===== src/rtl/core/dgt_pkg.sv =====
`timescale 1ns / 1ps

package dgt_pkg;

	// Grid limits
	localparam int MAX_WIDTH  = 1024;
	localparam int MAX_HEIGHT = 1024;
	localparam int COL_W      = $clog2(MAX_WIDTH);
	localparam int ROW_W      = $clog2(MAX_HEIGHT);
	localparam int WEFF_W     = $clog2(MAX_WIDTH + 1);
	localparam int HEFF_W     = $clog2(MAX_HEIGHT + 1);

	// Field widths
	localparam int DIM_W   = 11;
	localparam int THR_W   = 32;
	localparam int COORD_W = 32;
	localparam int DIFF_W  = COORD_W + 1;
	localparam int MAG_W   = COORD_W;
	localparam int SQ_W    = 2 * MAG_W;
	localparam int SUM_W   = SQ_W + 2;
	localparam int IDX_W   = 20;

	// Configuration port
	localparam int APB_ADDR_W = 4;
	localparam int APB_DATA_W = 32;
	localparam logic [1:0] REG_IMAGE_WIDTH    = 2'd0;
	localparam logic [1:0] REG_IMAGE_HEIGHT   = 2'd1;
	localparam logic [1:0] REG_EDGE_THRESHOLD = 2'd2;
	localparam logic [DIM_W-1:0] RST_IMAGE_WIDTH    = DIM_W'(640);
	localparam logic [DIM_W-1:0] RST_IMAGE_HEIGHT   = DIM_W'(480);
	localparam logic [THR_W-1:0] RST_EDGE_THRESHOLD = THR_W'(45875);

	// Queue between front and back
	localparam int QUEUE_DEPTH = 8;
	localparam int QPTR_W      = $clog2(QUEUE_DEPTH);
	localparam int QCNT_W      = $clog2(QUEUE_DEPTH + 1);

	// Cell corners and the edges between them
	typedef enum logic [1:0] {
		CRN_UL,
		CRN_UR,
		CRN_LL,
		CRN_LR
	} corner_t;

	localparam int N_CORNERS = 4;
	localparam int N_EDGES   = 6;
	localparam int N_AXES    = 3;
	localparam int E_UL_UR = 0;
	localparam int E_UR_LR = 1;
	localparam int E_UL_LR = 2;
	localparam int E_LR_LL = 3;
	localparam int E_LL_UL = 4;
	localparam int E_UR_LL = 5;
	localparam corner_t EDGE_P [N_EDGES] = '{CRN_UL, CRN_UR, CRN_UL, CRN_LR, CRN_LL, CRN_UR};
	localparam corner_t EDGE_Q [N_EDGES] = '{CRN_UR, CRN_LR, CRN_LR, CRN_LL, CRN_UL, CRN_LL};

	typedef struct packed {
		logic signed [COORD_W-1:0] x;
		logic signed [COORD_W-1:0] y;
		logic signed [COORD_W-1:0] z;
	} point_t;

	typedef struct packed {
		logic [DIM_W-1:0] image_width;
		logic [DIM_W-1:0] image_height;
		logic [THR_W-1:0] edge_threshold;
	} cfg_t;

	typedef struct packed {
		logic [IDX_W-1:0] a;
		logic [IDX_W-1:0] b;
		logic [IDX_W-1:0] c;
	} tri_t;

	// One queued point: its first triangle, an optional second one
	typedef struct packed {
		tri_t first;
		tri_t second;
		logic two;
	} q_entry_t;

endpackage


===== src/rtl/core/dgt_queue.sv =====
`timescale 1ns / 1ps

module dgt_queue (
	input  logic              clk,
	input  logic              arst_n,
	input  logic              push,
	input  dgt_pkg::q_entry_t push_data,
	input  logic              pop,
	output logic              head_valid,
	output dgt_pkg::q_entry_t head
);
	import dgt_pkg::*;

	q_entry_t          slots [QUEUE_DEPTH];
	logic [QPTR_W-1:0] wr_ptr_q;
	logic [QPTR_W-1:0] rd_ptr_q;
	logic [QCNT_W-1:0] count_q;

	// Entry storage
	always_ff @(posedge clk) begin
		if (push) begin
			slots[wr_ptr_q] <= push_data;
		end
	end

	// Pointers and fill level; the front's credits keep it from overflowing
	always_ff @(posedge clk or negedge arst_n) begin
		if (!arst_n) begin
			wr_ptr_q <= '0;
			rd_ptr_q <= '0;
			count_q  <= '0;
		end else begin
			if (push) begin
				wr_ptr_q <= wr_ptr_q + QPTR_W'(1);
			end
			if (pop) begin
				rd_ptr_q <= rd_ptr_q + QPTR_W'(1);
			end
			count_q <= count_q + QCNT_W'(push) - QCNT_W'(pop);
		end
	end

	assign head_valid = count_q != '0;
	assign head       = slots[rd_ptr_q];

endmodule


===== config.mk =====
export PLATFORM = sky130hd
export DESIGN_NAME = dgt_queue
export DESIGN_NICKNAME = d
export VERILOG_FILES = /design/src/rtl/core/dgt_pkg.sv /design/src/rtl/core/dgt_queue.sv
export SDC_FILE = /design/constraint.sdc
export NUM_CORES = 1
export LEC_CHECK = 0
export CORE_UTILIZATION = 57
export DETAILED_ROUTE_END_ITERATION = 12
export DONT_BUFFER_PORTS = 1
export PLACE_DENSITY = 0.75
export SLEW_MARGIN = 20
export SYNTH_ARGS = -nofsm -noshare
export SYNTH_HDL_FRONTEND = slang
export SYNTH_SLANG_ARGS = --single-unit

===== constraint.sdc =====
create_clock -name clk -period 8.95 [get_ports clk]
set_clock_uncertainty 0.1 [all_clocks]
set_input_delay 1.79 -clock clk [delete_from_list [all_inputs] [get_ports clk]]
set_output_delay 1.79 -clock clk [all_outputs]
set_load 0.01 [all_outputs]

==> impl_results.html <==
<table>
<tr><th>Metric</th><th>Value</th></tr>
<tr><th colspan="2">Run status</th></tr>
<tr><td>Run status</td><td>completed</td></tr>
<tr><th colspan="2">CTS</th></tr>
<tr><td>CTS Root Cell</td><td>clkbuf_16</td></tr>
<tr><td>Clock insertion delay at the later pin of the skew report</td><td>640 ps</td></tr>
<tr><td>Clk pin slew, worst setup/hold paths</td><td>60 ps</td></tr>
<tr><td>Number of post-CTS setup repair buffers</td><td>0</td></tr>
<tr><td># clock sinks</td><td>978</td></tr>
<tr><td>TritonCTS clock tree</td><td>built</td></tr>
<tr><td>Maximum buffer depth of the clock tree</td><td>3</td></tr>
<tr><td>CTS buffer count</td><td>95</td></tr>
<tr><td>Total of hold buffers inserted after clock tree synthesis</td><td>0</td></tr>
<tr><td>CTS H-tree depth</td><td>3</td></tr>
<tr><td>Resized Gates After CTS</td><td>0</td></tr>
<tr><th colspan="2">Floorplanning</th></tr>
<tr><td>Number of placed I/O pins</td><td>247</td></tr>
<tr><td>Initial core utilization</td><td>57.64%</td></tr>
<tr><td>Horizontal die dimension</td><td>257.1 um</td></tr>
<tr><td>Placeable Area</td><td>64350 um^2</td></tr>
<tr><td>Number of placement rows</td><td>93</td></tr>
<tr><td>Area of the die</td><td>66090 um^2</td></tr>
<tr><td>DIE HEIGHT</td><td>257.1 um</td></tr>
<tr><th colspan="2">Worst setup path</th></tr>
<tr><td>Internal reg-to-reg setup slack</td><td>6150 ps</td></tr>
<tr><td>Cell depth of the worst flop-to-flop path</td><td>4</td></tr>
<tr><td>Kind of end point of the critical path</td><td>primary output</td></tr>
<tr><td>Startpoint type of the worst setup path</td><td>register</td></tr>
<tr><td>Kind of critical path</td><td>reg2out</td></tr>
<tr><td>Start of the worst register-to-register path</td><td>wr_ptr_q[1]$_DFFE_PN0P_</td></tr>
<tr><td>CP max FO</td><td>76</td></tr>
<tr><td>Critical path data arrival time</td><td>3390 ps</td></tr>
<tr><td>Data required time at the worst endpoint</td><td>7060 ps</td></tr>
<tr><td>Reg-to-reg endpoint</td><td>slots[2][93]$_DFFE_PP_</td></tr>
<tr><th colspan="2">Detailed routing</th></tr>
<tr><td>Final wirelength</td><td>69780 um</td></tr>
<tr><td>Detailed Route Iter0 Violations</td><td>1352</td></tr>
<tr><td>Number of vias per cell</td><td>6.188</td></tr>
<tr><td>Initial DRT Pass Iterations</td><td>5</td></tr>
<tr><td>Post-route DRC</td><td>0</td></tr>
<tr><td>Number of routed nets with antenna violations</td><td>0</td></tr>
<tr><td>Total number of vias</td><td>15.11k</td></tr>
<tr><td>Wirelength per Cell</td><td>28.57 um</td></tr>
<tr><th colspan="2">Pwr</th></tr>
<tr><td>Static Leakage</td><td>0.01290 uW</td></tr>
<tr><td>VDD IR max</td><td>0.2948 mV</td></tr>
<tr><td>Power density of the placed cells</td><td>328.4 nW/um^2</td></tr>
<tr><td>Tot Pwr</td><td>13460 uW</td></tr>
<tr><th colspan="2">Worst hold path</th></tr>
<tr><td>Worst hold path stage count</td><td>1</td></tr>
<tr><td>Endpoint of the worst hold-timing path</td><td>wr_ptr_q[1]$_DFFE_PN0P_</td></tr>
<tr><td>Worst min-delay path category</td><td>reg2reg</td></tr>
<tr><td>Start point of the worst min-delay path</td><td>wr_ptr_q[1]$_DFFE_PN0P_</td></tr>
<tr><th colspan="2">STA</th></tr>
<tr><td>Setup TNS</td><td>0 ps</td></tr>
<tr><td>Highest clock rate</td><td>0.1893 GHz</td></tr>
<tr><td>Endpoints failing setup</td><td>0</td></tr>
<tr><td>Final Hold Vio Count</td><td>0</td></tr>
<tr><td>Measured slew at the worst slew-check pin</td><td>1083 ps</td></tr>
<tr><td>Max-slew headroom at the worst pin</td><td>27.83%</td></tr>
<tr><td>RSZ-0062 raised after global routing</td><td>no</td></tr>
<tr><td>Fin crit period</td><td>5282 ps</td></tr>
<tr><td>Post-Route Hold Slack</td><td>486.6 ps</td></tr>
<tr><td>Max Slew Vio Count</td><td>0</td></tr>
<tr><td>Share of the clock period used by the worst path</td><td>59.01%</td></tr>
<tr><th colspan="2">Synthesis</th></tr>
<tr><td>Cell count after synthesis</td><td>1451</td></tr>
<tr><td>Synthesized net count</td><td>1584</td></tr>
<tr><td>Portion of the post-synthesis area used by sequential elements</td><td>79.05%</td></tr>
<tr><td>Yosys synthesis warning count</td><td>0</td></tr>
<tr><td>Cell area after synthesis</td><td>37090 um^2</td></tr>
<tr><td>Post-synthesis register bit count</td><td>978</td></tr>
<tr><td>Area share of the leading cell type in the synthesized netlist</td><td>78.38%</td></tr>
<tr><td>Syn_area_per_cell</td><td>25.56 um^2</td></tr>
<tr><td>Ranking of synthesized cells by area</td><td>edfxtp_1 (78%), mux4_2 (15%), mux2_2 (2.5%), mux2_4 (1.7%), dfrtp_1 (0.67%)</td></tr>
<tr><td>Synth cell types</td><td>23</td></tr>
<tr><td>Library cell occupying the most area in the post-synthesis netlist</td><td>edfxtp_1</td></tr>
<tr><th colspan="2">GRT</th></tr>
<tr><td>Initial antenna violation count</td><td>0</td></tr>
<tr><td>GR Overflow Total</td><td>0</td></tr>
<tr><td>Via count of the first global-routing pass</td><td>16.33k</td></tr>
<tr><td>Maximum number of pins on one net before global-route repair</td><td>116</td></tr>
<tr><td>Total global-route track usage</td><td>21.35%</td></tr>
<tr><td>First-pass GRT wire length</td><td>103400 um</td></tr>
<tr><th colspan="2">Cells and area</th></tr>
<tr><td>Layout overhead on the synthesized area</td><td>10.50%</td></tr>
<tr><td>Post-Layout Cell Count</td><td>2442</td></tr>
<tr><td>Diodes inserted</td><td>0</td></tr>
<tr><td>Combined area of the multi-input logic cells</td><td>7305 um^2</td></tr>
<tr><td>Number of fill cells</td><td>4035</td></tr>
<tr><td>Number of nets in the final layout</td><td>1644</td></tr>
<tr><td>Utilization after layout</td><td>63.69%</td></tr>
<tr><td>Proportion of layout cells with a drive suffix above 1</td><td>33.96%</td></tr>
<tr><td>Storage element area</td><td>29330 um^2</td></tr>
<tr><th colspan="2">Placed design</th></tr>
<tr><td>DPL Wire Length</td><td>35740 um</td></tr>
<tr><td>Final weighted congestion of routability-driven global placement</td><td>0.6934</td></tr>
<tr><td>Quantity of I/O buffers inserted on ports</td><td>0</td></tr>
<tr><td>Number of placed instances, taps included</td><td>2269</td></tr>
<tr><th colspan="2">Run</th></tr>
<tr><td>Max Cap Viol</td><td>0</td></tr>
</table>
[report_power, final]
part,internal (uW),switching [uW]
Combinational,1740,1900
Clock,2110,1650
Sequential,5760,299
Total,9610,3850
[state kept, by name (all words and copies together), names as in the netlist]
| signal | count |
|---|---|
| count_q | 4 |
| rd_ptr_q | 3 |
| slots | 968 |
| wr_ptr_q | 3 |
[stage by stage]
| stage | setup slack, ps | cell area, um^2 |
|---|---|---|
| after global routing | 3422 | 40980 |
| after global placement | 4286 | 38000 |
| after floorplan | 1297 | 37100 |
| after CTS | 3549 | 40980 |
| after detailed placement | 4268 | 38020 |
| final | 3668 | 40980 |
[logic make-up (layout without fill, tap and decap cells)]
group,after synthesis,in the layout,share of synthesized area [%]
mux,365,365,18.85
simple gates,16,16,0.1923
buf+inv,76,212,1.437
xor+xnor,6,6,0.1417
fa+ha+maj,8,8,0.2901
compound gates,2,2,0.03373
flops,978,978,79.05
[area by class of cell]
type                       instances  area share (%)
sequential                       978           71.57
tap                              855           2.610
timing repair buffer              31          0.6900
clock inverter                    56           1.230
inverter                           8         0.07328
clock buffer                     117           6.002
multi-input combinational        397           17.82
[worst max-delay path: stages, from the launching register on]
cell and delay, ps:
dfrtp_4 970, buf_4 970, mux4_2 420, mux2_2 330
[layer usage]
| layer | vias up | track usage [%] | routed length [um] |
|---|---|---|---|
| li1 | 6351 | - | - |
| met1 | 8166 | 27.52 | 27410 |
| met2 | 480 | 35.52 | 35490 |
| met3 | 115 | 6.334 | 5187 |
| met4 | 0 | 6.085 | 1701 |
| met5 | - | 0 | 0 |
[layout by cell type (no fill, tap or decap), drive strengths merged]
cell and count:
edfxtp 968, mux4 242, mux2 123, clkbuf 117, clkinv 49, buf 31, dfrtp 10, inv 9
ha 7, nor2 6, bufinv 5, nand2 4, xnor2 3, xor2 3, nand2b 3, nor3 2
a21o 1, a21oi 1, nand3 1, fa 1, clkinvlp 1
[cell usage after synthesis, drive strengths merged]
library cell / n
a21o: 1
a21oi: 1
buf: 59
clkbuf: 9
dfrtp: 10
edfxtp: 968
fa: 1
ha: 7
inv: 8
mux2: 123
mux4: 242
nand2: 4
nand2b: 3
nand3: 1
nor2: 6
nor3: 2
xnor2: 3
xor2: 3
[how the worst max path moves through the flow]
stage | from | to | slack [ps] | cells after the start
after floorplan | push | slots[4][0]$_DFFE_PP_ | 1300 | 2
after global placement | rd_ptr_q[0]$_DFFE_PN0P_ | head[79] | 4290 | 3
after detailed placement | rd_ptr_q[0]$_DFFE_PN0P_ | head[71] | 4270 | 3
after CTS | rd_ptr_q[0]$_DFFE_PN0P_ | head[64] | 3550 | 3
after global routing | rd_ptr_q[0]$_DFFE_PN0P_ | head[64] | 3420 | 3
final | rd_ptr_q[2]$_DFFE_PN0P_ | head[104] | 3670 | 3
(Power assumes the default switching activity.)
