File: src/rtl/core/dgt_pkg.sv
`timescale 1ns / 1ps

package dgt_pkg;

	// Grid limits
	localparam int MAX_WIDTH  = 1024;
	localparam int MAX_HEIGHT = 1024;
	localparam int COL_W      = $clog2(MAX_WIDTH);
	localparam int ROW_W      = $clog2(MAX_HEIGHT);
	localparam int WEFF_W     = $clog2(MAX_WIDTH + 1);
	localparam int HEFF_W     = $clog2(MAX_HEIGHT + 1);

	// Field widths
	localparam int DIM_W   = 11;
	localparam int THR_W   = 32;
	localparam int COORD_W = 32;
	localparam int DIFF_W  = COORD_W + 1;
	localparam int MAG_W   = COORD_W;
	localparam int SQ_W    = 2 * MAG_W;
	localparam int SUM_W   = SQ_W + 2;
	localparam int IDX_W   = 20;

	// Configuration port
	localparam int APB_ADDR_W = 4;
	localparam int APB_DATA_W = 32;
	localparam logic [1:0] REG_IMAGE_WIDTH    = 2'd0;
	localparam logic [1:0] REG_IMAGE_HEIGHT   = 2'd1;
	localparam logic [1:0] REG_EDGE_THRESHOLD = 2'd2;
	localparam logic [DIM_W-1:0] RST_IMAGE_WIDTH    = DIM_W'(640);
	localparam logic [DIM_W-1:0] RST_IMAGE_HEIGHT   = DIM_W'(480);
	localparam logic [THR_W-1:0] RST_EDGE_THRESHOLD = THR_W'(45875);

	// Queue between front and back
	localparam int QUEUE_DEPTH = 8;
	localparam int QPTR_W      = $clog2(QUEUE_DEPTH);
	localparam int QCNT_W      = $clog2(QUEUE_DEPTH + 1);

	// Cell corners and the edges between them
	typedef enum logic [1:0] {
		CRN_UL,
		CRN_UR,
		CRN_LL,
		CRN_LR
	} corner_t;

	localparam int N_CORNERS = 4;
	localparam int N_EDGES   = 6;
	localparam int N_AXES    = 3;
	localparam int E_UL_UR = 0;
	localparam int E_UR_LR = 1;
	localparam int E_UL_LR = 2;
	localparam int E_LR_LL = 3;
	localparam int E_LL_UL = 4;
	localparam int E_UR_LL = 5;
	localparam corner_t EDGE_P [N_EDGES] = '{CRN_UL, CRN_UR, CRN_UL, CRN_LR, CRN_LL, CRN_UR};
	localparam corner_t EDGE_Q [N_EDGES] = '{CRN_UR, CRN_LR, CRN_LR, CRN_LL, CRN_UL, CRN_LL};

	typedef struct packed {
		logic signed [COORD_W-1:0] x;
		logic signed [COORD_W-1:0] y;
		logic signed [COORD_W-1:0] z;
	} point_t;

	typedef struct packed {
		logic [DIM_W-1:0] image_width;
		logic [DIM_W-1:0] image_height;
		logic [THR_W-1:0] edge_threshold;
	} cfg_t;

	typedef struct packed {
		logic [IDX_W-1:0] a;
		logic [IDX_W-1:0] b;
		logic [IDX_W-1:0] c;
	} tri_t;

	// One queued point: its first triangle, an optional second one
	typedef struct packed {
		tri_t first;
		tri_t second;
		logic two;
	} q_entry_t;

endpackage

File: src/rtl/core/dgt_cfg.sv
`timescale 1ns / 1ps

module dgt_cfg (
	input  logic                          clk,
	input  logic                          arst_n,
	input  logic                          psel,
	input  logic                          penable,
	input  logic                          pwrite,
	input  logic [dgt_pkg::APB_ADDR_W-1:0] paddr,
	input  logic [dgt_pkg::APB_DATA_W-1:0] pwdata,
	output logic [dgt_pkg::APB_DATA_W-1:0] prdata,
	output logic                          pready,
	output dgt_pkg::cfg_t                 cfg
);
	import dgt_pkg::*;

	logic [DIM_W-1:0] width_q;
	logic [DIM_W-1:0] height_q;
	logic [THR_W-1:0] thr_q;
	logic [1:0]       reg_idx;
	logic             wr_en;

	assign reg_idx = paddr[3:2];
	assign wr_en   = psel && penable && pwrite;
	assign pready  = 1'b1;

	// Register writes
	always_ff @(posedge clk or negedge arst_n) begin
		if (!arst_n) begin
			width_q  <= RST_IMAGE_WIDTH;
			height_q <= RST_IMAGE_HEIGHT;
			thr_q    <= RST_EDGE_THRESHOLD;
		end else if (wr_en) begin
			unique case (reg_idx)
				REG_IMAGE_WIDTH: begin
					width_q <= pwdata[DIM_W-1:0];
				end
				REG_IMAGE_HEIGHT: begin
					height_q <= pwdata[DIM_W-1:0];
				end
				REG_EDGE_THRESHOLD: begin
					thr_q <= pwdata[THR_W-1:0];
				end
				default: begin
				end
			endcase
		end
	end

	// Read mux
	always_comb begin
		unique case (reg_idx)
			REG_IMAGE_WIDTH: begin
				prdata = APB_DATA_W'(width_q);
			end
			REG_IMAGE_HEIGHT: begin
				prdata = APB_DATA_W'(height_q);
			end
			REG_EDGE_THRESHOLD: begin
				prdata = APB_DATA_W'(thr_q);
			end
			default: begin
				prdata = '0;
			end
		endcase
	end

	assign cfg.image_width    = width_q;
	assign cfg.image_height   = height_q;
	assign cfg.edge_threshold = thr_q;

endmodule

File: config.mk
export PLATFORM = sky130hd
export DESIGN_NAME = dgt_cfg
export DESIGN_NICKNAME = d
export VERILOG_FILES = /design/src/rtl/core/dgt_pkg.sv /design/src/rtl/core/dgt_cfg.sv
export SDC_FILE = /design/constraint.sdc
export NUM_CORES = 1
export LEC_CHECK = 0
export BUFFER_PORTS_ARGS = -buffer_cell sky130_fd_sc_hd__clkbuf_2
export CORE_UTILIZATION = 45
export DETAILED_ROUTE_END_ITERATION = 10
export PLACE_DENSITY = 0.86
export SLEW_MARGIN = 10
export SYNTH_ARGS = -nofsm -noshare
export SYNTH_HDL_FRONTEND = slang
export SYNTH_SLANG_ARGS = --single-unit
File: constraint.sdc
create_clock -name clk -period 1.12 [get_ports clk]
set_clock_uncertainty 0.05 [all_clocks]
set_input_delay 0.056 -clock clk [delete_from_list [all_inputs] [get_ports clk]]
set_output_delay 0.056 -clock clk [all_outputs]
set_load 0.005 [all_outputs]
==> metrics.txt <==
# TYPE chip_impl_metric gauge
chip_impl_info{name="outcome",value="finished with violations"} 1
chip_impl_info{name="failed_checks",value="setup timing"} 1
chip_impl_metric{name="grt_start_max_net_pins",unit=""} 55
chip_impl_metric{name="initial_antenna_violation_count",unit=""} 0
chip_impl_metric{name="dpl_cell_area",unit="um^2"} 3250
chip_impl_metric{name="power_switching",unit="W"} 0.00172
chip_impl_metric{name="tritoncts.num_buffers",unit=""} 5
chip_impl_info{name="cts_tree",value="built"} 1
chip_impl_metric{name="globalRoute.totalOverflow",unit=""} 0
chip_impl_metric{name="initial_utilization",unit=""} 0.475
chip_impl_metric{name="period_share",unit=""} 1.17
chip_impl_metric{name="worst_ir_drop_vdd",unit="V"} 0.000885
chip_impl_metric{name="final_cell_count_no_fill",unit=""} 435
chip_impl_metric{name="pre_cts_slack",unit="ps"} -170
chip_impl_info{name="grt_setup_unrepaired",value="true"} 1
chip_impl_metric{name="routedLengthMet1",unit="um"} 2780
chip_impl_metric{name="ys_warn_count",unit=""} 0
chip_impl_metric{name="dieArea",unit="um^2"} 5800
chip_impl_metric{name="num_vias",unit=""} 2187
chip_impl_metric{name="finalWirelength",unit="um"} 7330
chip_impl_info{name="cp_slowest_cell",value="dfstp_2"} 1
chip_impl_metric{name="syn-mean-instance-area",unit="um^2"} 13.7
chip_impl_metric{name="worst_ep_arrival_time",unit="ps"} 1200
chip_impl_metric{name="dr_wl_met3",unit="um"} 245
chip_impl_metric{name="grt_pass1_vias",unit=""} 2225
chip_impl_metric{name="p_total",unit="W"} 0.00621
chip_impl_info{name="crit_path_cell_trace",value="mux2i_1, o21ai_1, buf_2"} 1
chip_impl_metric{name="die_height",unit="um"} 76.1
chip_impl_info{name="cp-start-kind",value="flip-flop"} 1
chip_impl_metric{name="final_layout_size_suffix_gt1_frac",unit=""} 0.663
chip_impl_metric{name="dr.pass1.iters",unit=""} 5
chip_impl_metric{name="cp_slowest_stage_delay",unit="ps"} 550
chip_impl_metric{name="remaining_drc_errors",unit=""} 0
chip_impl_metric{name="pwr-share-clk",unit=""} 0.205
chip_impl_metric{name="grt.total_usage",unit=""} 0.243
chip_impl_metric{name="vias_per_cell",unit=""} 5.03
chip_impl_metric{name="setup_viol",unit=""} 21
chip_impl_metric{name="crit_path_max_fanout",unit=""} 2
chip_impl_metric{name="antenna_left",unit=""} 0
chip_impl_metric{name="p_comb_frac",unit=""} 0.335
chip_impl_metric{name="met2RoutedLength",unit="um"} 4030
chip_impl_info{name="top_layer_used",value="met4"} 1
chip_impl_info{name="setup.worst_path.end_class",value="output port"} 1
chip_impl_metric{name="syn_nets",unit=""} 221
chip_impl_metric{name="place.gp.congestion",unit=""} 0.786
chip_impl_info{name="cts_root_buffer",value="clkbuf_8"} 1
chip_impl_metric{name="insertedDiodeCount",unit=""} 0
chip_impl_metric{name="htreeDepth",unit=""} 2
chip_impl_info{name="worstSetupPathType",value="flip-flop to output port"} 1
chip_impl_metric{name="drv.max_cap_violation_count",unit=""} 0
chip_impl_metric{name="area_of_the_mapped_netlist",unit="um^2"} 2470
chip_impl_metric{name="fin_hold_ws",unit="ps"} 229
chip_impl_metric{name="finalInstanceArea",unit="um^2"} 4010
chip_impl_metric{name="p_seq_frac",unit=""} 0.460
chip_impl_info{name="cell_accounting_for_the_most_synthesized_area",value="dfrtp_1"} 1
chip_impl_info{name="worst_hold_path_type",value="primary input to flip-flop"} 1
chip_impl_metric{name="setup_slack",unit="ps"} -189
chip_impl_metric{name="place.port_buffers",unit=""} 124
chip_impl_metric{name="finalMaxSlewViolations",unit=""} 0
chip_impl_metric{name="area_growth",unit="%"} 62.0
chip_impl_metric{name="wl_per_cell",unit="um"} 16.8
chip_impl_metric{name="clock_path_buffers",unit=""} 2
chip_impl_metric{name="hold_violations",unit=""} 0
chip_impl_metric{name="critPathRequiredTime",unit="ps"} 1010
chip_impl_metric{name="place_hpwl",unit="um"} 4290
chip_impl_metric{name="clkTransAtPathRegs",unit="ps"} 90
chip_impl_metric{name="setup.reg_to_reg.worst_slack",unit="ps"} 40
chip_impl_metric{name="synth_top_area_frac",unit=""} 0.395
chip_impl_metric{name="design.core.area",unit="um^2"} 5200
chip_impl_metric{name="cell_count_after_placement",unit=""} 373
chip_impl_metric{name="multi_input_area",unit="um^2"} 1070
chip_impl_metric{name="row_count",unit=""} 26
chip_impl_metric{name="grt_pass1_wl",unit="um"} 10900
chip_impl_metric{name="max_clock_freq",unit="MHz"} 764
chip_impl_metric{name="cts.sinks",unit=""} 54
chip_impl_metric{name="power-per-cell-area",unit="nW/um^2"} 1550
chip_impl_metric{name="fp.dieW",unit="um"} 76.1
chip_impl_metric{name="postSynthCellCount",unit=""} 180
chip_impl_metric{name="post_synth_num_cell_types",unit=""} 18
chip_impl_metric{name="fill_count",unit=""} 344
chip_impl_metric{name="detailedRoute.firstIterationViolations",unit=""} 68
chip_impl_metric{name="io_pins",unit=""} 128
chip_impl_metric{name="seqCellArea",unit="um^2"} 1370
chip_impl_metric{name="pint",unit="W"} 0.00449
chip_impl_metric{name="p_leak",unit="nW"} 2.03
chip_impl_metric{name="synth.ff_latch_count",unit=""} 54
chip_impl_metric{name="fin_nets",unit=""} 405
chip_impl_metric{name="swShare",unit=""} 0.277
chip_impl_info{name="yosys-top-cells-area",value="dfrtp_1, mux2_2, dfstp_2"} 1
chip_impl_metric{name="synth-seq-area-share",unit=""} 0.554
chip_impl_metric{name="min_period",unit="ps"} 1310
chip_impl_metric{name="clkLatencyLatePin",unit="ps"} 300
worst paths after layout:
path,end,from,cells after the start
max in group asynchronous,thr_q[12],arst_n,3
max,prdata[6],height_q[6],3
min,width_q[5],paddr[2],4
min reg2reg,thr_q[11],thr_q[11],1
max reg2reg,height_q[10],height_q[10],3
min in group asynchronous,thr_q[7],arst_n,3
synthesized netlist by cell type:
| library cell | instances |
|---|---|
| buf_4 | 5 |
| or3b_1 | 1 |
| nand2_1 | 11 |
| nor3_1 | 1 |
| conb_1 | 1 |
| dfrtp_1 | 39 |
| and2_1 | 21 |
| clkbuf_1 | 4 |
| mux2_4 | 10 |
| mux2_2 | 44 |
| dfstp_2 | 15 |
| nand3_2 | 1 |
| nor3b_2 | 1 |
| o21ai_0 | 11 |
| buf_6 | 1 |
| nor2b_1 | 1 |
| mux2i_1 | 11 |
| buf_2 | 2 |
power groups by stage:
stage	Combinational (W)	Sequential, W	Clock [W]
detailed placement	0.00154	0.00289	0
floorplan	0.000676	0.00286	0
global placement	0.00148	0.00287	0
CTS	0.00184	0.00283	0.00130
global route	0.00223	0.00292	0.00136
finish	0.00208	0.00286	0.00127
metrics by stage:
step | setup TNS [ps] | util
detailed placement | -8020 | 0.625
finish | -1580 | 0.770
CTS | -1830 | 0.731
global placement | -6550 | 0.625
global route | -2700 | 0.770
floorplan | -310 | -
routing by layer:
layer / global-route usage / up-vias
li1: - / 984
met3: 0.0359 / 24
met5: 0 / -
met4: 0.112 / 0
met1: 0.278 / 1110
met2: 0.447 / 69
critical path, delay by kind of cell, from the launching register on:
family	cells	cell delay [ps]
flops	1	550
buf+inv	1	130
compound gates	1	140
mux	1	70
cell type report:
type / instances / area share
multi-input cells: 114 / 0.268
well taps: 70 / 0.0219
repair buffers: 189 / 0.342
flip-flops and latches: 54 / 0.342
clock inverters: 1 / 0.00749
clock buffers: 7 / 0.0190
state kept, by name, indices dropped and copies added, names as in the netlist:
| name | count |
|---|---|
| height_q | 11 |
| thr_q | 32 |
| width_q | 11 |
cell usage in the layout, fill, tap and decap left out:
cell type / instances
nor2b_4: 1
or3b_4: 1
clkbuf_8: 5
conb_1: 1
buf_12: 5
buf_8: 2
nand2_2: 1
mux2_4: 10
and2_4: 5
buf_2: 9
buf_6: 19
nand3_4: 1
mux2i_1: 11
buf_4: 18
mux2_2: 44
nor3b_4: 1
and2_1: 16
dfstp_2: 15
clkbuf_2: 103
dfrtp_1: 39
bufinv_16: 1
dlygate4sd3_1: 33
nand2_1: 10
nor3_2: 1
o21ai_1: 11
clkbuf_1: 2
kinds of logic (layout without fill, tap and decap cells):
logic type / after synthesis / in the layout / share of synthesized area
flip-flops: 54 / 54 / 0.554
AO/OA/AOI/OAI: 11 / 11 / 0.0223
buffers and inverters: 12 / 197 / 0.0298
multiplexers: 65 / 65 / 0.306
AND/OR/NAND/NOR: 37 / 37 / 0.0870
other: 1 / 1 / 0.00152
timing repair:
item / 4_1_cts / 5_1_grt
gates resized for setup: 10 / 54
pin swaps: 1 / 4
hold endpoints to repair: 108 / 0
buffers inserted: 12 / 8
hold buffers: 33 / 0
gates cloned: 1 / 1
endpoints found under the setup margin: 31 / 38
No activity file was read; power rests on OpenSTA's default activity.
