--- src/rtl/core/dgt_pkg.sv ---
`timescale 1ns / 1ps

package dgt_pkg;

	// Grid limits
	localparam int MAX_WIDTH  = 1024;
	localparam int MAX_HEIGHT = 1024;
	localparam int COL_W      = $clog2(MAX_WIDTH);
	localparam int ROW_W      = $clog2(MAX_HEIGHT);
	localparam int WEFF_W     = $clog2(MAX_WIDTH + 1);
	localparam int HEFF_W     = $clog2(MAX_HEIGHT + 1);

	// Field widths
	localparam int DIM_W   = 11;
	localparam int THR_W   = 32;
	localparam int COORD_W = 32;
	localparam int DIFF_W  = COORD_W + 1;
	localparam int MAG_W   = COORD_W;
	localparam int SQ_W    = 2 * MAG_W;
	localparam int SUM_W   = SQ_W + 2;
	localparam int IDX_W   = 20;

	// Configuration port
	localparam int APB_ADDR_W = 4;
	localparam int APB_DATA_W = 32;
	localparam logic [1:0] REG_IMAGE_WIDTH    = 2'd0;
	localparam logic [1:0] REG_IMAGE_HEIGHT   = 2'd1;
	localparam logic [1:0] REG_EDGE_THRESHOLD = 2'd2;
	localparam logic [DIM_W-1:0] RST_IMAGE_WIDTH    = DIM_W'(640);
	localparam logic [DIM_W-1:0] RST_IMAGE_HEIGHT   = DIM_W'(480);
	localparam logic [THR_W-1:0] RST_EDGE_THRESHOLD = THR_W'(45875);

	// Queue between front and back
	localparam int QUEUE_DEPTH = 8;
	localparam int QPTR_W      = $clog2(QUEUE_DEPTH);
	localparam int QCNT_W      = $clog2(QUEUE_DEPTH + 1);

	// Cell corners and the edges between them
	typedef enum logic [1:0] {
		CRN_UL,
		CRN_UR,
		CRN_LL,
		CRN_LR
	} corner_t;

	localparam int N_CORNERS = 4;
	localparam int N_EDGES   = 6;
	localparam int N_AXES    = 3;
	localparam int E_UL_UR = 0;
	localparam int E_UR_LR = 1;
	localparam int E_UL_LR = 2;
	localparam int E_LR_LL = 3;
	localparam int E_LL_UL = 4;
	localparam int E_UR_LL = 5;
	localparam corner_t EDGE_P [N_EDGES] = '{CRN_UL, CRN_UR, CRN_UL, CRN_LR, CRN_LL, CRN_UR};
	localparam corner_t EDGE_Q [N_EDGES] = '{CRN_UR, CRN_LR, CRN_LR, CRN_LL, CRN_UL, CRN_LL};

	typedef struct packed {
		logic signed [COORD_W-1:0] x;
		logic signed [COORD_W-1:0] y;
		logic signed [COORD_W-1:0] z;
	} point_t;

	typedef struct packed {
		logic [DIM_W-1:0] image_width;
		logic [DIM_W-1:0] image_height;
		logic [THR_W-1:0] edge_threshold;
	} cfg_t;

	typedef struct packed {
		logic [IDX_W-1:0] a;
		logic [IDX_W-1:0] b;
		logic [IDX_W-1:0] c;
	} tri_t;

	// One queued point: its first triangle, an optional second one
	typedef struct packed {
		tri_t first;
		tri_t second;
		logic two;
	} q_entry_t;

endpackage

--- src/rtl/core/dgt_ifs.sv ---


// Triangle stream channel
interface dgt_tri_if;
	logic valid;
	logic ready;
	logic [dgt_pkg::IDX_W-1:0] vertex_a;
	logic [dgt_pkg::IDX_W-1:0] vertex_b;
	logic [dgt_pkg::IDX_W-1:0] vertex_c;
	logic last_of_run;

	modport source(output valid, output vertex_a, output vertex_b, output vertex_c,
		output last_of_run, input ready);
	modport sink(input valid, input vertex_a, input vertex_b, input vertex_c,
		input last_of_run, output ready);
endinterface

--- src/rtl/core/dgt_back.sv ---
`timescale 1ns / 1ps

module dgt_back (
	input  logic              clk,
	input  logic              arst_n,
	input  logic              head_valid,
	input  dgt_pkg::q_entry_t head,
	output logic              pop,
	dgt_tri_if.source         tri_out
);
	import dgt_pkg::*;

	tri_t out_tri_q;
	logic out_last_q;
	logic out_valid_q;
	logic second_q;
	logic load;
	logic last_now;

	// Output register takes a triangle when empty or being drained
	assign load     = head_valid && (!out_valid_q || tri_out.ready);
	assign last_now = !head.two || second_q;
	assign pop      = load && last_now;

	always_ff @(posedge clk or negedge arst_n) begin
		if (!arst_n) begin
			out_valid_q <= 1'b0;
			second_q    <= 1'b0;
		end else begin
			if (load) begin
				out_valid_q <= 1'b1;
				second_q    <= head.two && !second_q;
			end else if (tri_out.ready) begin
				out_valid_q <= 1'b0;
			end
		end
	end

	always_ff @(posedge clk) begin
		if (load) begin
			out_tri_q  <= second_q ? head.second : head.first;
			out_last_q <= last_now;
		end
	end

	assign tri_out.valid       = out_valid_q;
	assign tri_out.vertex_a    = out_tri_q.a;
	assign tri_out.vertex_b    = out_tri_q.b;
	assign tri_out.vertex_c    = out_tri_q.c;
	assign tri_out.last_of_run = out_last_q;

endmodule

--- src/flat_wrapper.sv ---
// flat-port wrapper written by rule: the top's interface ports become plain ports
module dgt_back_flat import dgt_pkg::*;
  (clk, arst_n, head_valid, head, pop, tri_out_valid, tri_out_vertex_a, tri_out_vertex_b, tri_out_vertex_c, tri_out_last_of_run, tri_out_ready);
  dgt_tri_if tri_out_i ();
  input  logic clk;
  input  logic arst_n;
  input  logic head_valid;
  input  dgt_pkg::q_entry_t head;
  output logic pop;
  output wire logic [$bits(tri_out_i.valid)-1:0] tri_out_valid;
  output wire logic [$bits(tri_out_i.vertex_a)-1:0] tri_out_vertex_a;
  output wire logic [$bits(tri_out_i.vertex_b)-1:0] tri_out_vertex_b;
  output wire logic [$bits(tri_out_i.vertex_c)-1:0] tri_out_vertex_c;
  output wire logic [$bits(tri_out_i.last_of_run)-1:0] tri_out_last_of_run;
  input wire logic [$bits(tri_out_i.ready)-1:0] tri_out_ready;
  assign tri_out_valid = tri_out_i.valid;
  assign tri_out_vertex_a = tri_out_i.vertex_a;
  assign tri_out_vertex_b = tri_out_i.vertex_b;
  assign tri_out_vertex_c = tri_out_i.vertex_c;
  assign tri_out_last_of_run = tri_out_i.last_of_run;
  assign tri_out_i.ready = tri_out_ready;
  dgt_back u_core (.clk(clk), .arst_n(arst_n), .head_valid(head_valid), .head(head), .pop(pop), .tri_out(tri_out_i));
endmodule
--- config.mk ---
export PLATFORM = sky130hd
export DESIGN_NAME = dgt_back_flat
export DESIGN_NICKNAME = d
export VERILOG_FILES = /design/src/rtl/core/dgt_pkg.sv /design/src/rtl/core/dgt_ifs.sv /design/src/rtl/core/dgt_back.sv /design/src/flat_wrapper.sv
export SDC_FILE = /design/constraint.sdc
export NUM_CORES = 1
export LEC_CHECK = 0
export BUFFER_PORTS_ARGS = -buffer_cell sky130_fd_sc_hd__buf_2
export CAP_MARGIN = 20
export CELL_PAD_IN_SITES_DETAIL_PLACEMENT = 1
export CELL_PAD_IN_SITES_GLOBAL_PLACEMENT = 1
export CORE_MARGIN = 3
export CORE_UTILIZATION = 30
export CTS_CLUSTER_SIZE = 30
export DETAILED_ROUTE_END_ITERATION = 10
export PLACE_DENSITY_LB_ADDON = 0.1
export SETUP_SLACK_MARGIN = 0.4
export SLEW_MARGIN = 20
export SYNTH_ARGS = -nofsm -noshare
export SYNTH_HDL_FRONTEND = slang
export SYNTH_SLANG_ARGS = --single-unit
export TNS_END_PERCENT = 10
--- constraint.sdc ---
create_clock -name clk -period 2.75 [get_ports clk]
set_input_delay 0.1375 -clock clk [delete_from_list [all_inputs] [get_ports clk]]
set_output_delay 0.1375 -clock clk [all_outputs]
set_load 0.01 [all_outputs]
==> results of run 1 <==
==> timing repair <==
item | in CTS | in global routing
hold endpoints to repair | 3 | 0
setup endpoints to repair | 0 | 0
hold buffers | 2 | 0
resized for setup | 0 | 0
==> final cells by class <==
type                            instances  area, µm²  share of cell area
Sequential cell                        63       1886              0.4472
Timing Repair Buffer                  192       1016              0.2409
Multi-Input combinational cell         66      934.6              0.2217
Tap cell                              129      161.4             0.03828
Clock buffer                            9      123.9             0.02938
Clock inverter                          7      87.58             0.02077
Inverter                                2      7.507            0.001780
==> critical path: cells and delay by family, from the launching register on <==
kind,cells,cell delay [ns]
flops,1,0.81
simple gates,2,0.29
buf+inv,1,0.15
==> metal layers <==
metal	vias to the layer above	track usage	routed length, µm
li1	925	-	-
met5	-	0	0
met1	895	0.1299	2604
met4	0	0.04780	140
met3	13	0.05695	686
met2	111	0.2199	3669
==> flip-flops by register name, indices dropped and copies added (netlist names) <==
name                        flops
u_core.tri_out.vertex_a        20
u_core.tri_out.vertex_b        20
u_core.tri_out.vertex_c        20
u_core.second_q                 1
u_core.tri_out.last_of_run      1
u_core.tri_out.valid            1
==> cells in the final DEF (no fill, tap or decap), drive strengths merged <==
cell and instances:
buf 190, bufinv 2, clkbuf 9, clkinv 3
clkinvlp 2, dfrtp 2, dlygate4sd3 2, edfxtp 61
inv 2, mux2 61, nand2 1, nand2b 2
nor2 1, nor2b 1
==> cells by family after synthesis <==
| group | after synthesis |
|---|---|
| flops | 63 |
| mux | 61 |
| buf+inv | 9 |
| simple gates | 5 |
==> path summary, 6_finish.rpt <==
path                                             startpoint  slack [ns]                                    end
max                             u_core.second_q$_DFFE_PN0P_        1.03                                    pop
min                                           tri_out_ready        0.07       u_core.tri_out.valid$_DFFE_PN0P_
max reg2reg                     u_core.second_q$_DFFE_PN0P_        1.09  u_core.tri_out.vertex_c[12]$_DFFE_PP_
min reg2reg                u_core.tri_out.valid$_DFFE_PN0P_        0.52       u_core.tri_out.valid$_DFFE_PN0P_
max in group asynchronous                            arst_n        2.54            u_core.second_q$_DFFE_PN0P_
min in group asynchronous                            arst_n        0.10            u_core.second_q$_DFFE_PN0P_
==> where the power goes <==
part           leakage (µW)  switching [µW]  internal (µW)  total, µW
combinational       0.00126             233            415        648
sequential         0.000603            77.1           1190       1270
clock              0.000100             346            502        848
total               0.00196             655           2110       2760
==> metrics by stage <==
stage | cells | utilization | total power, µW
floorplan | 138 | - | 1781
global placement | 450 | 0.4233 | 1938
detailed placement | 450 | 0.4233 | 1950
finish | 468 | 0.4478 | 2763
global route | 468 | 0.4478 | 2904
CTS | 468 | 0.4478 | 2816
==> reports/summary.txt, run 1 <==
status: finished, final reports clean
per-cell routed wire length: 15.17 µm
worst skew pair latency: 0.33 ns
vias per inst: 4.154
Slew Limit Fails: 0
Worst-path clk slew: 0.07 ns
mux cell area share after synthesis: 0.3074
Hold Path Depth: 3
Die X: 105.3 µm
# port buffers: 187
post-synthesis async set-or-reset flop share: 0.03175
vias in the first global route: 2088
DRT Wirelength: 7.101 mm
crit-path max FO: 31
final setup vio count: 0
number of enable flip-flop cells after synthesis: 61
Residual DRC: 0
Primary FF master, synth: edfxtp_1
required time worst endpoint: 2.61 ns
number of cell rows: 35
Post-DP Area: 3985 µm²
final setup TNS: 0 ns
initial antenna violation count: 0
post-synth cell types: 11
H-tree Lvls: 3
post-route minimum period: 1.718 ns
gr ovfl total: 0
register area share after synthesis: 0.6367
Ys Warns: 0
area grow syn2layout: 42.68%
Num CTS Buffers: 9
setup ws final: 1.032 ns
cell taking the most area after synthesis: edfxtp_1
Die Height: 105.3 µm
Initial DRT Pass Iterations: 4
global placement routability congestion: 0.6770
Mean Syn Cell Area: 21.42 µm²
total track usage: 0.1251
slowest stage delay, CP: 0.81 ns
I/O pins: 188
largest family of logic cells by synthesized area: multiplexers
worst-case clock buffer depth: 2
# fillers: 1011
post-route clock period utilization: 0.6246
clk root buf: clkbuf_8
DRT iter0 DRCs: 34
arrival time at the worst endpoint: 1.58 ns
R2R depth: 2
design area: 4217 µm²
largest net degree at the start of global routing: 38
cell leakage power: 0.001960 µW
Post-Synth Adder-Cell Area: 0
clock skew: 0.007611 ns
Worst-Margin Slew: 0.5830 ns
Synth Area in Simple Gates: 0.008891
startpoint types: register
count leader, synth: edfxtp_1
Peak VDD IR: 0.3302 mV
global-route wire length before repair: 10.52 mm
die area: 11080 µm²
Final Hold Vio Count: 0
Antenna Violating Nets Remaining: 0
n_diodes: 0
core area: 9415 µm²
Synth Area in Compound Gates: 0
HP Class: in -> reg
#FFs+latches synth: 63
WS Path Type: reg -> out
share of layout cells above drive strength 1: 0.7876
CTS tree: done
RSZ-0062 raised after global routing: false
fmax: 582.2 MHz
DR vias: 1944
top-area cell type share of the netlist area: 0.6198
worst slack, placed: 1.074 ns
nets@finish: 459
Cells after Synth: 138
Slew headroom: 0.6113
CTS sink count: 63
crit end category: output port
critical-path cell list: nor2b_1 > nor2_1 > buf_2
Power Density: 655.2 nW/µm²
Crit-path slowest cell: dfrtp_4
# Max-Cap Violations: 0
XOR/XNOR Fraction of Synth Area: 0
top cells by area, synth: edfxtp_1 (62%), mux2_4 (30%), buf_12 (4.1%)
post-CTS setup buffers: 0
Starting Density: 0.3139
Hold Slack: 0.07181 ns
post-synthesis cell area: 2955 µm²
most frequent cells after synthesis: edfxtp_1 (61), mux2_4 (59), buf_12 (6)
syn_nets: 263
(Power assumes the default switching activity.)
==> inputs of run 2 (changes only) <==
clock period = 1.4 ns   (was 2.75 ns; I/O delays follow)
==> run 2 against run 1 <==
Count of clock-buffer cells in the layout is 1 higher. Utilization up 1.1 points. Wire length up 6.6%. First-iteration DRC count is 8.8% lower. Sequential share of layout area fell by 1.1 points. Critical path depth decreased by 1. Combinational power is 140% higher. Clock power rose by 51%. Register-to-register slack lost 1.1 ns.
==> reports/summary.txt, run 2 (synthesized netlist as in run 1, its figures left out) <==
status: finished, final reports clean
# Max-Cap Violations: 0 (unchanged)
fmax: 724.7 MHz
initial antenna violation count: 0 (unchanged)
Multi-input gate area: 944.7 µm² (+1.1%)
worst-case clock buffer depth: 2 (unchanged)
RSZ-0062 raised after global routing: true
sequential cell area: 1886 µm² (unchanged)
DR vias: 2022 (+4.0%)
WS Path Type: reg -> reg
global-route wire length before repair: 11.67 mm (+11%)
routed metal-1 wire length: 2.765 mm (+6.2%)
Residual DRC: 0 (unchanged)
Antenna Violating Nets Remaining: 0 (unchanged)
post-route clock period utilization: 0.9857
Final Hold Vio Count: 0 (unchanged)
Inst Count DP: 453 (+0.67%)
die area: 11080 µm² (unchanged)
gr ovfl total: 0 (unchanged)
share of layout cells above drive strength 1: 0.7989 (+0.01124)
DR top layer: met4
DRT Wirelength: 7.570 mm (+6.6%)
nets@finish: 469 (+2.2%)
vias per inst: 4.239 (+2.0%)
per-cell routed wire length: 15.87 µm (+4.6%)
largest net degree at the start of global routing: 37 (-2.6%)
Die X: 105.3 µm (unchanged)
Worst-Margin Slew: 0.2076 ns (-0.3754 ns)
arrival time at the worst endpoint: 1.46 ns (-0.12 ns)
Util after Layout: 0.4590 (+0.01116)
post-route minimum period: 1.380 ns
area grow syn2layout: 46.23%
CTS sink count: 63 (unchanged)
clk root buf: clkbuf_8
vias in the first global route: 2227 (+6.7%)
# fillers: 1011 (unchanged)
total track usage: 0.1372 (+0.01205)
I/O pins: 188 (unchanged)
commonest non-fill, non-tap cell in the layout: buf_2
Crit-path slowest cell: dfrtp_4
Post-Layout Cell Count: 477 (+1.9%)
Starting Density: 0.3139 (unchanged)
HP Class: in -> reg
commonest non-fill, non-tap cells in the layout: buf_2 (187), edfxtp_1 (61), mux2_4 (59)
met3 WL: 707 µm (+3.1%)
core area: 9415 µm² (unchanged)
cell leakage power: 0.002017 µW (+2.9%)
n_diodes: 0 (unchanged)
worst skew pair latency: 0.32 ns (about the same)
Worst-path clk slew: 0.07 ns (about the same)
critical-path cell list: bufbuf_16 > mux2_4
Slew headroom: 0.8616 (+0.2503)
routed wl met2: 3.963 mm (+8.0%)
Slew Limit Fails: 0 (unchanged)
global placement routability congestion: 0.6934 (+2.4%)
final setup TNS: 0 ns (unchanged)
crit end category: register
slowest stage delay, CP: 0.52 ns (-0.29 ns)
design area: 4322 µm² (+2.5%)
Post-DP Area: 4039 µm² (+1.4%)
# port buffers: 187 (unchanged)
H-tree Lvls: 3 (unchanged)
final setup vio count: 0 (unchanged)
Initial DRT Pass Iterations: 4 (unchanged)
Num CTS Buffers: 9 (unchanged)
Power Density: 1215 nW/µm² (+85%)
Peak VDD IR: 0.4298 mV (+30%)
flop-to-flop setup slack: 0.02 ns (-1.07 ns)
Die Height: 105.3 µm (unchanged)
DRT iter0 DRCs: 31 (-8.8%)
number of cell rows: 35 (unchanged)
clock skew: 0.008086 ns (+0.0004752 ns)
startpoint types: register
CTS tree: done
crit-path max FO: 13 (-58%)
required time worst endpoint: 1.48 ns (-1.13 ns)
[run 2: per-layer routing]
layer	global-route usage	vias to the layer above
met5	0	-
met3	0.04960	9
met4	0.06092	0
li1	-	945
met1	0.1496	963
met2	0.2382	105
[run 2: worst paths after layout]
kind / start / endpoint / depth (start not counted)
max: u_core.second_q$_DFFE_PN0P_ / u_core.tri_out.vertex_b[4]$_DFFE_PP_ / 2
min: head[51] / u_core.tri_out.vertex_a[10]$_DFFE_PP_ / 2
max reg2reg: u_core.second_q$_DFFE_PN0P_ / u_core.tri_out.vertex_b[4]$_DFFE_PP_ / 2
min reg2reg: u_core.tri_out.valid$_DFFE_PN0P_ / u_core.tri_out.valid$_DFFE_PN0P_ / 2
max in group asynchronous: arst_n / u_core.second_q$_DFFE_PN0P_ / 2
min in group asynchronous: arst_n / u_core.tri_out.valid$_DFFE_PN0P_ / 2
[run 2: layout make-up]
type                            instances  area share
Inverter                                2    0.002606
Clock buffer                           10     0.02953
Timing Repair Buffer                  202      0.2695
Multi-Input combinational cell         66      0.2186
Tap cell                              129     0.03735
Sequential cell                        63      0.4363
Clock inverter                          5    0.006080
[run 2: through the flow]
stage	setup WS, ns	hold slack (ns)	total power (µW)
floorplan	-0.4276	-0.2256	3499
global placement	0.1217	-0.1278	3853
detailed placement	0.1026	-0.1289	3881
CTS	0.01956	0.01470	5361
global route	-0.02391	0.01689	5546
finish	0.02007	0.04048	5250
[run 2: critical path: cells and delay by family, from the launching register on]
family	cells	cell delay [ns]
buffers and inverters	1	0.32
multiplexers	1	0.30
flip-flops	1	0.52
[run 2: what timing repair did]
item                                   CTS  global route
gates resized for setup                  5             0
hold buffers                             2             0
setup endpoints to repair              124           124
endpoints found under the hold margin    3             0
gates cloned                             1             0
buffers inserted                         5             1
[run 2: report_power, final]
part | total, µW | internal, µW | switching (µW)
clock | 1280 | 617 | 660
sequential | 2390 | 2340 | 54.0
combinational | 1580 | 984 | 597
total | 5250 | 3940 | 1310
